==> config.mk <==
export PLATFORM = sky130hd
export DESIGN_NAME = command_frame_register_decoder_core
export DESIGN_NICKNAME = d
export VERILOG_FILES = /design/src/sv/cfrd_pkg.sv /design/src/sv/command_frame_register_decoder_core.sv
export SDC_FILE = /design/constraint.sdc
export NUM_CORES = 1
export LEC_CHECK = 0
export ABC_AREA = 1
export BUFFER_PORTS_ARGS = -buffer_cell sky130_fd_sc_hd__clkbuf_2
export CAP_MARGIN = 0
export CORE_MARGIN = 2
export CORE_UTILIZATION = 28
export DETAILED_ROUTE_END_ITERATION = 8
export PLACE_DENSITY = 0.48
export SLEW_MARGIN = 30
export SYNTH_ARGS = -nofsm -noshare
export SYNTH_HDL_FRONTEND = slang
export SYNTH_SLANG_ARGS = --single-unit
==> constraint.sdc <==
create_clock -name clk -period 3.4 [get_ports clk]
set_clock_uncertainty 0.15 [all_clocks]
set_input_delay 0.17 -clock clk [delete_from_list [all_inputs] [get_ports clk]]
set_output_delay 0.17 -clock clk [all_outputs]
set_load 0.02 [all_outputs]
==> src/sv/cfrd_pkg.sv <==
// ----------------------------------------------------------------------------
// cfrd_pkg
// constants shared by the command frame register decoder
// ----------------------------------------------------------------------------
package cfrd_pkg;

  localparam int NUM_CHANNELS = 8;

  localparam logic [7:0]  START_MARK     = 8'h55;
  localparam logic [7:0]  END_MARK       = 8'hAA;
  localparam logic [15:0] POSITION_RESET = 16'd1000;
  localparam logic [15:0] ERROR_MAX      = 16'hFFFF;

endpackage

==> src/sv/command_frame_register_decoder_core.sv <==
// ----------------------------------------------------------------------------
// command_frame_register_decoder_core
// assembles 5-byte command frames and writes keyed position registers
// ----------------------------------------------------------------------------
// One received byte per input beat, one result beat per input beat. Frames
// are 0x55, key, value high, value low, 0xAA; a good frame with a key below
// NUM_CHANNELS writes the 16-bit value to that position register (reset 1000).
// Bad start bytes are dropped and bad end markers discard the frame; both
// bump a saturating 16-bit error total. Each result also returns the queried
// position register as it stands after the byte, including a write made by
// that same byte. The result beat is registered and valid in the cycle after its input
// beat is accepted, and a new byte is taken every cycle while the result register is empty
// or being drained; throughput is set only by the single result register stage.
module command_frame_register_decoder_core
  import cfrd_pkg::*;
(
  input  logic        clk,
  input  logic        rst,
  input  logic        in_valid,
  output logic        in_ready,
  input  logic [7:0]  rx_byte,
  input  logic [2:0]  query_channel,
  output logic        out_valid,
  input  logic        out_ready,
  output logic        frame_complete,
  output logic        register_updated,
  output logic [2:0]  updated_channel,
  output logic        start_error,
  output logic        end_error,
  output logic [15:0] error_total,
  output logic [15:0] query_position
);

  typedef enum logic [2:0] {
    POS_START,
    POS_KEY,
    POS_HIGH,
    POS_LOW,
    POS_END
  } pos_t;

  pos_t        frame_position, frame_position_next;
  logic [7:0]  held_key;
  logic [7:0]  held_value_high;
  logic [7:0]  held_value_low;
  logic [15:0] position_store [NUM_CHANNELS];
  logic [15:0] error_counter, error_counter_next;

  logic        accept;
  logic        complete_c, updated_c, serr_c, eerr_c;
  logic [15:0] value_c;
  logic [15:0] qpos_c;

  assign in_ready = !out_valid || out_ready;
  assign accept   = in_valid && in_ready;
  assign value_c  = {held_value_high, held_value_low};

  always_comb begin
    frame_position_next = frame_position;
    complete_c = 1'b0;
    updated_c  = 1'b0;
    serr_c     = 1'b0;
    eerr_c     = 1'b0;
    case (frame_position)
      POS_START: begin
        if (rx_byte == START_MARK) begin
          frame_position_next = POS_KEY;
        end else begin
          serr_c = 1'b1;
        end
      end
      POS_KEY:  frame_position_next = POS_HIGH;
      POS_HIGH: frame_position_next = POS_LOW;
      POS_LOW:  frame_position_next = POS_END;
      POS_END: begin
        complete_c = 1'b1;
        frame_position_next = POS_START;
        if (rx_byte == END_MARK) begin
          updated_c = ({1'b0, held_key} < 9'(NUM_CHANNELS));
        end else begin
          eerr_c = 1'b1;
        end
      end
      default: frame_position_next = POS_START;
    endcase
  end

  always_comb begin
    error_counter_next = error_counter;
    if ((serr_c || eerr_c) && error_counter != ERROR_MAX) begin
      error_counter_next = error_counter + 16'd1;
    end
  end

  // read-back sees a write made by the same byte
  always_comb begin
    qpos_c = '0;
    for (int i = 0; i < NUM_CHANNELS; i++) begin
      if ({5'b0, query_channel} == 8'(i)) begin
        if (updated_c && held_key == 8'(i)) begin
          qpos_c = value_c;
        end else begin
          qpos_c = position_store[i];
        end
      end
    end
  end

  always_ff @(posedge clk) begin
    if (rst) begin
      frame_position <= POS_START;
      error_counter  <= '0;
      out_valid      <= 1'b0;
      for (int i = 0; i < NUM_CHANNELS; i++) begin
        position_store[i] <= POSITION_RESET;
      end
    end else begin
      if (accept) begin
        frame_position <= frame_position_next;
        error_counter  <= error_counter_next;
        for (int i = 0; i < NUM_CHANNELS; i++) begin
          if (updated_c && held_key == 8'(i)) begin
            position_store[i] <= value_c;
          end
        end
      end
      if (accept) begin
        out_valid <= 1'b1;
      end else if (out_ready) begin
        out_valid <= 1'b0;
      end
    end
  end

  // frame bytes and result beat payload
  always_ff @(posedge clk) begin
    if (accept) begin
      case (frame_position)
        POS_KEY:  held_key        <= rx_byte;
        POS_HIGH: held_value_high <= rx_byte;
        POS_LOW:  held_value_low  <= rx_byte;
        default:  ;
      endcase
      frame_complete   <= complete_c;
      register_updated <= updated_c;
      updated_channel  <= updated_c ? held_key[2:0] : 3'd0;
      start_error      <= serr_c;
      end_error        <= eerr_c;
      error_total      <= error_counter_next;
      query_position   <= qpos_c;
    end
  end

endmodule

# --- Yosys cells after proc, flatten, opt, wreduce, memory -nomap -nowiden ---
# Memory sizes are Yosys's and may differ from the RTL's.
# Cells that the tools add are included.
word_totals:
  ff_bits: 83
  mem_bits_rw: 128
  input_bits: 15
  elab_cells: 137
  mem_count: 1
mem_list:
  columns: ["name", "depth", "word_bits", "rd", "rd_ports_with_merged_regs", "write_ports", "line", "rtl"]
  rows:
  - ["position_store", 8, 16, 8, 0, 8, "command_frame_register_decoder_core.sv:46", "logic [15:0] position_store [NUM_CHANNELS];"]
classes:
  add_sub_neg: 1
  order_cmp: 1
  eq_ne: 22
  muxes: 70
  bitwise: 8
  reduce_logical: 21
op_table:
  columns: ["cell", "n"]
  rows:
  - ["2-to-1 mux 16 bit", 25]
  - ["2-to-1 mux 1 bit", 43]
  - ["== test 8 x 3 -> 1 bit, second input constant", 4]
  - ["adder 16 x 1 -> 16 bit, second input constant", 1]
  - ["== test 8 x 2 -> 1 bit, second input constant", 2]
  - ["inequality test 16 bit, second input constant", 1]
  - ["== test 3 bit, second input constant", 5]
  - ["== test 3 x 2 -> 1 bit, second input constant", 4]
  - ["one-hot mux 3 bit (4 select lines)", 1]
  - ["logical AND 1 bit", 10]
  - ["== test 8 x 1 -> 1 bit, second input constant", 1]
  - ["== test 8 x 7 -> 1 bit, second input constant", 1]
  - ["== test 8 bit, second input constant", 1]
  - ["zero test 8 bit", 1]
  - ["less-than comparator 8 x 4 -> 1 bit, second input constant", 1]
  - ["OR 1 bit", 8]
  - ["AND reduction 2 bit", 4]
  - ["== test 3 x 1 -> 1 bit, second input constant", 2]
  - ["zero test 3 bit", 2]
  - ["2-to-1 mux 3 bit", 1]
  - ["logical OR 1 bit", 2]
  - ["inequality test 2 bit, second input constant", 1]
  - ["nonzero test 2 bit", 1]
  - ["zero test 1 bit", 1]

# --- Longest topological paths before layout ---
# Gate-level depths: netlist (run 1).
logic_depth:
  word_depth: 13
  mapped_depth: 13
  mapped_depth_nobuf: 12

# --- Worst setup path before layout (run 1) ---
# OpenSTA, ideal clock, no wires.
synth_timing:
  kind: "register to register"
  startpoint: "register held_key[5]"
  endpoint: "memory position_store[6][0] (netlist: position_store[1][32]), enable pin"
  t_arrival_ns: 2.534
  path_slack_ns: 0.304
  path_stages_with_launch: 7
  path_buffers: 1
  period_less_slack_ns: 3.096
  cell_sequence: "edfxtp_1 -> nor2_2 -> nand2_4 -> nor4_4 -> nand2_1 -> clkbuf_1 -> o21ai_0"
synth_lines:
  columns: ["element", "line", "rtl"]
  rows:
  - ["start: declaration", "command_frame_register_decoder_core.sv:43", "logic [7:0] held_key;"]
  - ["start signal: assignment", "command_frame_register_decoder_core.sv:139", "POS_KEY: held_key <= rx_byte;"]
  - ["end: declaration", "command_frame_register_decoder_core.sv:46", null]

# --- Worst setup path after layout (run 1) ---
layout_timing:
  startpoint: "register held_key[2]"
  endpoint: "register query_position[14] (data pin)"
layout_via:
  elab_chain_len: 13
  elab_cells_between_ends: 35
  cone_classes: "1 x order compare; 7 x eq/ne; 18 x mux; 9 x reduce/logical"
layout_lines:
  columns: ["element", "line", "rtl"]
  rows:
  - ["less-than comparator 8 x 4 -> 1 bit", "command_frame_register_decoder_core.sv:79", "updated_c = ({1'b0, held_key} < 9'(NUM_CHANNELS));"]
  - ["2-to-1 mux 1 bit", "command_frame_register_decoder_core.sv:78", "if (rx_byte == END_MARK) begin"]
  - ["2-to-1 mux 1 bit", "command_frame_register_decoder_core.sv:64", "case (frame_position)"]
  - ["logical AND 1 bit", "command_frame_register_decoder_core.sv:100", "if (updated_c && held_key == 8'(i)) begin"]
  - ["2-to-1 mux 16 bit", "command_frame_register_decoder_core.sv:100", null]
  - ["2-to-1 mux 16 bit (7 in a row)", "command_frame_register_decoder_core.sv:99", "if ({5'b0, query_channel} == 8'(i)) begin"]
  - ["2-to-1 mux 16 bit *", "command_frame_register_decoder_core.sv:99", null]
  - ["net qpos_c[14]", "command_frame_register_decoder_core.sv:52", "logic [15:0] qpos_c;"]
  - ["end signal: assignment", "command_frame_register_decoder_core.sv:150", "query_position <= qpos_c;"]
  - ["end: declaration", "command_frame_register_decoder_core.sv:31", "output logic [15:0] query_position"]
# Mark *: on every way through the listed nets, which the timed path passes. The rest lies on a longest branch.
# A chain may end at the register's enable or synchronous reset.

==> flow_summary.json, run 1 <==
{
  "status": "completed",
  "path_max_fanout": 19,
  "r2r_setup_slack_ns": 0.66,
  "worst-path-buf-inv": 2,
  "cp-endpoint": "query_position[14]",
  "pwr-share-clk_pct": 43.4,
  "antenna_found_initial": 0,
  "syn_to_final_growth_pct": 16.9,
  "netlist_instances": 1266,
  "dp_cells": 1813,
  "p_comb_share_pct": 7.8,
  "crit_top_cell": "nand2_1",
  "cts_sinks": 211,
  "grt_max_degree": 69,
  "avgSynthCellArea_um2": 8.74,
  "num_antenna_cells": 0,
  "synth_cell_types": 30,
  "finalWeightedCongestion": 0.885,
  "syn_area_um2": 11100,
  "design.core.area_um2": 38800,
  "place_ws_ns": 0.720,
  "post_drt_wl_per_cell_um": 19.2,
  "io_pins": 56,
  "worstSetupStartpointType": "flop",
  "hold_slack_ns": 0.0841,
  "worstSkewPairLatency_ns": 0.54,
  "critical_path_depth": 10,
  "layout.nets": 1347,
  "port_buffers": 55,
  "first_pass_iters": 6,
  "end_kind": "flop",
  "hp-class": "in2reg",
  "stdcell_count": 1866,
  "timing.final.crit_share_pct": 80.5,
  "p_per_area_nw_per_um2": 473,
  "yosysWarningCount": 0,
  "timing.final.ws_setup_ns": 0.663,
  "ff2ff_path_depth": 10,
  "numCtsBuffers": 25,
  "grt_pass1_vias": 8978,
  "regToRegEndpoint": "query_position[14]",
  "die_area_um2": 41100,
  "rsz0062_at_grt": "no",
  "cts_tree": "built",
  "seq_power_share_pct": 48.8,
  "first_iter_violations": 831,
  "viasPerCell": 4.97,
  "fin_crit_ns": 2.74,
  "drc": 0,
  "initial_utilization_pct": 28.5,
  "setup.worst_path.start": "held_key[2]",
  "row_count": 72,
  "p_sw_w": 0.00147,
  "h-tree-depth": 1,
  "vias": 9271,
  "hold_viol_final": 0,
  "drv_slew": 0,
  "grt-ovfl-total": 0,
  "p_leak_nw": 5.40,
  "cp.required_ns": 3.52,
  "cap_violations": 0,
  "synthesis.nets": 1282,
  "irDropWorstVdd_uv": 330,
  "fillCellCount": 4070,
  "clk_pin_slew_worst_paths_ns": 0.06,
  "arrival_ns": 2.86,
  "tightest_slew_ns": 0.819,
  "final_cell_mix": "nand2_1 (270), inv_1 (203), edfxtp_1 (191), nor2_1 (113), nand3_1 (112)",
  "cp_slowest_stage_delay_ns": 0.40,
  "internal_power_w": 0.00464,
  "setup_violations": 0,
  "fp.dieW_um": 203,
  "hpwl_um": 24900,
  "total_power_w": 0.00612,
  "r2r_start": "held_key[2]",
  "cp_cell_sequence": "buf_4 -> nand2_1 -> nor3_1 -> nand3_2 -> nand2_1 -> nand3_1 -> nand2_1 -> inv_1 -> o21ai_1 -> nand4_1",
  "swShare_pct": 24.1,
  "final_common_cell": "nand2_1",
  "fmax_ghz": 0.365,
  "post_cts_resized": 0,
  "grt_first_pass_wirelength_um": 54600,
  "finalWirelength_um": 35900,
  "die_h_um": 203,
  "drive_above_1_share_pct": 13.4,
  "path_delay_family": "simple AND/OR/NAND/NOR gates",
  "grt_util_all_layers_pct": 17.5,
  "worst_path_max_delay_cell": "nand3_2",
  "synth_seq_area_share_pct": 55.5,
  "ys_ff_latch": 211,
  "cts-root-buf": "clkbuf_16",
  "clk_path_buf_depth": 3,
  "relSlewSlack_pct": 45.1,
  "ant_nets": 0,
  "crit_type": "reg2reg",
  "tns_ns": 0,
  "whs_path_depth": 3
}
sequential cells by signal (all words and copies together) (netlist names), 3 cells and up:
register         flops
position_store     128
error_counter       16
error_total         16
query_position      16
held_key             8
held_value_high      8
held_value_low       8
frame_position       3
updated_channel      3
per-layer routing:
layer / global-route usage, % / vias to the layer above / wire [um]
met2: 28.4 / 334 / 16700
met3: 2.66 / 73 / 2290
met5: 0 / - / 0
met1: 23.2 / 4478 / 15400
li1: - / 4386 / -
met4: 7.22 / 0 / 1450
final cells by class:
cell class	count	area (um^2)	area share (%)
inverter	213	800	6.18
clock inverter	15	151	1.17
sequential	211	6140	47.4
timing repair buffer	108	733	5.67
clock buffer	29	641	4.95
multi-input combinational	772	3820	29.6
tap	518	648	5.01
cell families (layout without fill, tap and decap cells):
family / Yosys count / after routing / synth area share (%)
compound gates: 114 / 114 / 5.90
buf+inv: 283 / 365 / 10.2
simple gates: 644 / 644 / 27.3
flops: 211 / 211 / 55.4
fa+ha+maj: 1 / 1 / 0.113
xor+xnor: 13 / 13 / 1.03
worst min path at each step:
| stage | from | endpoint | slack, ns |
|---|---|---|---|
| final | rst | frame_position[2] | 0.08 |
| after global placement | rx_byte[6] | held_value_low[6] | 0.31 |
| after floorplan | rx_byte[0] | held_key[0] | 0.12 |
| after global routing | rst | frame_position[2] | 0.08 |
| after CTS | rst | frame_position[2] | 0.07 |
| after detailed placement | rx_byte[6] | held_value_low[6] | 0.32 |
Yosys cell counts, drive strengths merged:
| master | n | area share, % |
|---|---|---|
| a21oi | 30 | 1.4 |
| buf | 34 | 1.8 |
| clkbuf | 36 | 1.2 |
| dfxtp | 20 | 3.6 |
| edfxtp | 191 | 52 |
| ha | 1 | 0.11 |
| inv | 213 | 7.2 |
| nand2 | 272 | 9.3 |
| nand3 | 122 | 5.9 |
| nand3b | 1 | 0.068 |
| nand4 | 98 | 5.5 |
| nor2 | 127 | 4.9 |
| nor3 | 16 | 0.95 |
| nor4 | 8 | 0.59 |
| o211ai | 33 | 2.2 |
| o21ai | 51 | 2.3 |
| xor2 | 13 | 1.0 |
power by group through the flow:
stage | sequential [W] | combinational, W | clock, W
floorplan | 0.00308 | 0.000229 | 0
global placement | 0.00304 | 0.000473 | 0
CTS | 0.00299 | 0.000484 | 0.00272
global route | 0.00299 | 0.000528 | 0.00281
detailed placement | 0.00304 | 0.000474 | 0
finish | 0.00298 | 0.000478 | 0.00265
worst reg2reg max path, stage by stage (launching register included):
cell and delay (ns):
edfxtp_1 0.34, buf_4 0.29, nand2_1 0.17, nor3_1 0.34, nand3_2 0.40, nand2_1 0.30, nand3_1 0.10, nand2_1 0.09
inv_1 0.06, o21ai_1 0.14, nand4_1 0.11
metrics by stage:
step	util (%)	cell area, um^2
after CTS	33.3	12900
after global routing	33.3	12900
after floorplan	-	11100
final	33.3	12900
after global placement	31.0	12000
after detailed placement	31.0	12100
timing repair:
action,CTS,global route
buffers inserted,0,0
hold buffers,9,0
hold endpoints to repair,25,0
Note: power is estimated with default switching activity, not from simulation.
==> run 2: changes to the inputs <==
--- a/config.mk
+++ b/config.mk
@@ -11,7 +11,7 @@
 export CORE_MARGIN = 2
 export CORE_UTILIZATION = 28
 export DETAILED_ROUTE_END_ITERATION = 8
-export PLACE_DENSITY = 0.48
+export PLACE_DENSITY = 0.49
 export SLEW_MARGIN = 30
 export SYNTH_ARGS = -nofsm -noshare
 export SYNTH_HDL_FRONTEND = slang
==> constraint.sdc (replaced) <==
create_clock -name clk -period 2.19 [get_ports clk]
set_clock_uncertainty 0.15 [all_clocks]
set_input_delay 0.1095 -clock clk [delete_from_list [all_inputs] [get_ports clk]]
set_output_delay 0.1095 -clock clk [all_outputs]
set_load 0.02 [all_outputs]
==> flow_summary.json, run 2 (synthesized netlist as in run 1, its figures left out) <==
{
  "status": "finished, violations left",
  "failed_checks": "setup timing",
  "total_power_w": 0.00982,
  "worstSkewPairLatency_ns": 0.55,
  "largest_reg_flops": 128,
  "tightest_slew_ns": 0.755,
  "top_register": "position_store",
  "fillCellCount": 3921,
  "worstSetupStartpointType": "flop",
  "drv_slew": 0,
  "fp.dieW_um": 203,
  "first_pass_iters": 5,
  "cap_violations": 0,
  "row_count": 72,
  "fin_crit_ns": 2.36,
  "final_cell_mix": "nand2_1 (259), inv_1 (203), edfxtp_1 (191), buf_4 (117), nor2_1 (108)",
  "num_antenna_cells": 0,
  "viasPerCell": 4.84,
  "arrival_ns": 2.45,
  "p_comb_share_pct": 8.7,
  "drive_above_1_share_pct": 24.8,
  "internal_power_w": 0.00744,
  "syn_to_final_growth_pct": 35.2,
  "seq_power_share_pct": 47.1,
  "path_max_fanout": 15,
  "setup_violations": 173,
  "p_leak_nw": 6.41,
  "initial_utilization_pct": 28.5,
  "cts-root-buf": "clkbuf_16",
  "ant_nets": 0,
  "h-tree-depth": 1,
  "hpwl_um": 25000,
  "finalWeightedCongestion": 0.854,
  "fmax_ghz": 0.423,
  "irDropWorstVdd_uv": 525,
  "vias": 9702,
  "crit_type": "reg2reg",
  "grt_pass1_vias": 9628,
  "die_h_um": 203,
  "hp-class": "in2reg",
  "grt_first_pass_wirelength_um": 54800,
  "numCtsBuffers": 27,
  "io_pins": 56,
  "r2r_setup_slack_ns": -0.17,
  "final_common_cell": "nand2_1",
  "timing.final.crit_share_pct": 108,
  "design.core.area_um2": 38800,
  "antenna_found_initial": 0,
  "pwr-share-clk_pct": 44.2,
  "p_per_area_nw_per_um2": 657,
  "finalWirelength_um": 36400,
  "post_drt_wl_per_cell_um": 18.1,
  "grt_max_degree": 37,
  "swShare_pct": 24.3,
  "hold_slack_ns": 0.0438,
  "layout.nets": 1481,
  "cp.required_ns": 2.28,
  "drc": 0,
  "hold_viol_final": 0,
  "grt_util_all_layers_pct": 17.4,
  "p_sw_w": 0.00238,
  "tns_ns": -10.94,
  "timing.final.ws_setup_ns": -0.171,
  "clk_pin_slew_worst_paths_ns": 0.06,
  "grt-ovfl-total": 0,
  "relSlewSlack_pct": 49.4,
  "end_kind": "flop",
  "cts_sinks": 211,
  "first_iter_violations": 621,
  "cts_tree": "built",
  "die_area_um2": 41100,
  "final_core_util_pct": 38.5,
  "port_buffers": 55,
  "rsz0062_at_grt": "yes",
  "clk_path_buf_depth": 3
}
-- run 2: cell count changes in the layout (fill, tap and decap cells not counted), sizes merged --
cell,before,now
buf,44,166
clkbuf,84,95
dlygate4sd3,9,12
inv,213,215
bufbuf,0,1
bufinv,3,2
clkinv,10,9
nand2,272,273
-- run 2: worst max-delay path: stages (launching register included) --
cell,delay [ns]
edfxtp_1,0.43
nor2_4,0.19
nand2_8,0.12
nor2_4,0.16
buf_12,0.19
buf_12,0.15
nand4_1,0.10
nand3_1,0.09
nand3_1,0.10
o21ai_1,0.14
nand4_1,0.20
-- run 2: cell type report --
type,instances,area [um^2],share of cell area (%)
Sequential cell,211,6140,41.0
Multi-Input combinational cell,773,4210,28.2
Timing Repair Buffer,239,2300,15.3
Inverter,213,800,5.34
Clock buffer,35,727,4.86
Tap cell,518,648,4.33
Clock inverter,15,138,0.920
-- run 2: metrics by stage --
step	setup slack, ns	cell area [um^2]	cells
5_1_grt	-0.263	15000	2004
6_report	-0.171	15000	2004
3_3_place_gp	-0.351	13000	1908
2_1_floorplan	-0.102	11100	1266
4_1_cts	-0.122	14700	1996
3_5_place_dp	-0.372	13000	1908
-- run 2: layer usage --
layer  vias to the layer above  routed length [um]  share of wire [%]  global-route usage, %
met5                         -                   0                  0                      0
met4                         0                1270                3.5                   6.75
met3                        75                1780                4.9                   2.71
met2                       271               17800                 49                   30.0
met1                      4683               15600                 43                   21.8
li1                       4673                   -                  -                      -
-- run 2: worst paths after layout --
kind,depth (start not counted),end,startpoint
worst min-delay path,6,end_error,rx_byte[2]
worst max-delay path,10,query_position[1],held_key[4]
worst max register to register,10,query_position[1],held_key[4]
worst min register to register,2,error_total[15],error_counter[15]
-- run 2: repair_timing --
action                                 CTS  global route
hold buffers                            12             0
setup endpoints to repair              101           245
gates resized for setup                 68            39
pin swaps                               56            21
setup buffers                           18             4
gates cloned                             8             5
endpoints found under the hold margin   42             0
-- run 2: power by group through the flow --
| stage | registers, W | clock network (W) | logic (W) |
|---|---|---|---|
| after floorplan | 0.00478 | 0 | 0.000361 |
| after global placement | 0.00471 | 0 | 0.000783 |
| after detailed placement | 0.00471 | 0 | 0.000787 |
| after CTS | 0.00463 | 0.00445 | 0.000832 |
| after global routing | 0.00464 | 0.00459 | 0.000930 |
| final | 0.00463 | 0.00434 | 0.000854 |
==> run 3: changes to the inputs <==
--- a/config.mk
+++ b/config.mk
@@ -11,7 +11,7 @@
 export CORE_MARGIN = 2
 export CORE_UTILIZATION = 28
 export DETAILED_ROUTE_END_ITERATION = 8
-export PLACE_DENSITY = 0.49
+export PLACE_DENSITY = 0.48
 export SLEW_MARGIN = 30
 export SYNTH_ARGS = -nofsm -noshare
 export SYNTH_HDL_FRONTEND = slang
==> constraint.sdc (replaced) <==
create_clock -name clk -period 2.6 [get_ports clk]
set_clock_uncertainty 0.15 [all_clocks]
set_input_delay 0.13 -clock clk [delete_from_list [all_inputs] [get_ports clk]]
set_output_delay 0.13 -clock clk [all_outputs]
set_load 0.02 [all_outputs]
==> flow_summary.json, run 3 (synthesized netlist as in run 1, its figures left out) <==
{
  "status": "completed",
  "p_sw_w": 0.00197,
  "numCtsBuffers": 25,
  "stdcell_count": 1887,
  "cap_violations": 0,
  "tns_ns": 0,
  "clk_path_buf_depth": 3,
  "crit_type": "reg2reg",
  "vias": 9324,
  "grt-ovfl-total": 0,
  "fp.dieW_um": 203,
  "grt-busiest-layer": "met2",
  "fmax_ghz": 0.410,
  "grt_pass1_vias": 9302,
  "io_pins": 56,
  "fin_crit_ns": 2.44,
  "p_per_area_nw_per_um2": 600,
  "cp.required_ns": 2.70,
  "antenna_found_initial": 1,
  "grt_max_degree": 69,
  "syn_to_final_growth_pct": 19.4,
  "hold_viol_final": 0,
  "drc": 0,
  "first_iter_violations": 706,
  "hp-class": "in2reg",
  "arrival_ns": 2.54,
  "irDropWorstVdd_uv": 481,
  "hpwl_um": 24500,
  "grt_util_all_layers_pct": 17.4,
  "drv_slew": 0,
  "grt_util_met2_pct": 30.2,
  "internal_power_w": 0.00595,
  "viasPerCell": 4.94,
  "cts_sinks": 211,
  "pwr-share-clk_pct": 42.6,
  "cts-root-buf": "clkbuf_16",
  "largest_reg_flops": 128,
  "post_drt_wl_per_cell_um": 19.0,
  "swShare_pct": 24.9,
  "finalWeightedCongestion": 0.897,
  "finalWirelength_um": 35800,
  "row_count": 72,
  "end_kind": "flop",
  "worstSetupStartpointType": "flop",
  "rsz0062_at_grt": "no",
  "first_pass_iters": 8,
  "layout.nets": 1366,
  "worstSkewPairLatency_ns": 0.55,
  "grt.met3_usage_pct": 2.28,
  "crit_top_cell": "nand3_1",
  "hold_slack_ns": 0.267,
  "p_comb_share_pct": 8.1,
  "initial_utilization_pct": 28.5,
  "post-cts-setup-buffer-count": 0,
  "p_leak_nw": 5.54,
  "cts_tree": "built",
  "relSlewSlack_pct": 48.7,
  "dp_cells": 1830,
  "drive_above_1_share_pct": 14.5,
  "setup_violations": 0,
  "fillCellCount": 4091,
  "worst_path_max_delay_cell": "nand3_1",
  "final_cell_mix": "nand2_1 (270), inv_1 (203), edfxtp_1 (191), nand3_1 (113), nor2_1 (112)",
  "use_met1_pct": 21.7,
  "h-tree-depth": 1,
  "path_max_fanout": 16,
  "timing.final.crit_share_pct": 93.8,
  "design.core.area_um2": 38800,
  "cp_cell_sequence": "nor2_2 -> nand3_1 -> nor3_2 -> nand3_1 -> nand2_1 -> buf_12",
  "port_buffers": 55,
  "ant_nets": 0,
  "clk_pin_slew_worst_paths_ns": 0.06,
  "die_area_um2": 41100,
  "top_register": "position_store",
  "cp_slowest_stage_delay_ns": 0.40,
  "tightest_slew_ns": 0.768,
  "final_common_cell": "nand2_1",
  "grt_first_pass_wirelength_um": 54800,
  "seq_power_share_pct": 49.3,
  "die_h_um": 203
}
-- run 3: changes by cell type in the layout (fill, tap and decap cells not counted), sizes merged --
cell / previous run / this run
nand2: 273 / 272
buf: 166 / 61
clkinvlp: 2 / 1
bufbuf: 1 / 0
inv: 215 / 214
bufinv: 2 / 0
dlygate4sd3: 12 / 11
clkbuf: 95 / 89
diode: 0 / 1
-- run 3: path summary, 6_finish.rpt --
kind	end	slack [ns]	startpoint	cells past startpoint
max	position_store[0][20]	0.16	held_key[5]	6
min	held_value_high[4]	0.27	rx_byte[4]	2
max reg2reg	position_store[0][20]	0.16	held_key[5]	6
min reg2reg	out_valid	0.38	out_valid	2
-- run 3: metal layers --
| layer | part of all wire (%) | vias to the layer above |
|---|---|---|
| li1 | - | 4439 |
| met1 | 41 | 4495 |
| met2 | 49 | 308 |
| met3 | 4.8 | 82 |
| met4 | 4.6 | 0 |
| met5 | 0 | - |
-- run 3: worst max-delay path, delay by kind of cell, from the launching register on --
family / cells / cell delay (ns)
and+or+nand+nor: 5 / 1.44
buffers and inverters: 1 / 0.18
DFF: 1 / 0.37
-- run 3: cell type report --
class / instances / area [um^2] / area share (%)
Antenna cell: 1 / 2.50 / 0.0189
Clock buffer: 34 / 712 / 5.39
Clock inverter: 11 / 56.3 / 0.426
Inverter: 213 / 800 / 6.05
Multi-Input combinational cell: 772 / 3870 / 29.3
Sequential cell: 211 / 6140 / 46.4
Tap cell: 518 / 648 / 4.90
Timing Repair Buffer: 127 / 993 / 7.52
-- run 3: per-stage QoR --
| stage | power [W] | instance area [um^2] | setup WS (ns) | utilization, % |
|---|---|---|---|---|
| after detailed placement | 0.00461 | 12300 | 0.0818 | 31.7 |
| final | 0.00792 | 13200 | 0.160 | 34.0 |
| after floorplan | 0.00432 | 11100 | 0.204 | - |
| after CTS | 0.00799 | 13200 | 0.0946 | 34.0 |
| after global routing | 0.00817 | 13200 | 0.00822 | 34.0 |
| after global placement | 0.00460 | 12300 | 0.0808 | 31.7 |
-- run 3: power groups by stage --
stage                     clock network (W)  registers [W]  logic, W
after CTS                           0.00344        0.00390  0.000651
after global placement                    0        0.00397  0.000630
after floorplan                           0        0.00402  0.000301
after detailed placement                  0        0.00397  0.000635
final                               0.00338        0.00390  0.000645
after global routing                0.00354        0.00391  0.000708
-- run 3: what timing repair did --
item                                   CTS  global route
setup endpoints to repair                0            13
hold buffers                            11             0
endpoints found under the hold margin   30             0
gates resized for setup                  0             4
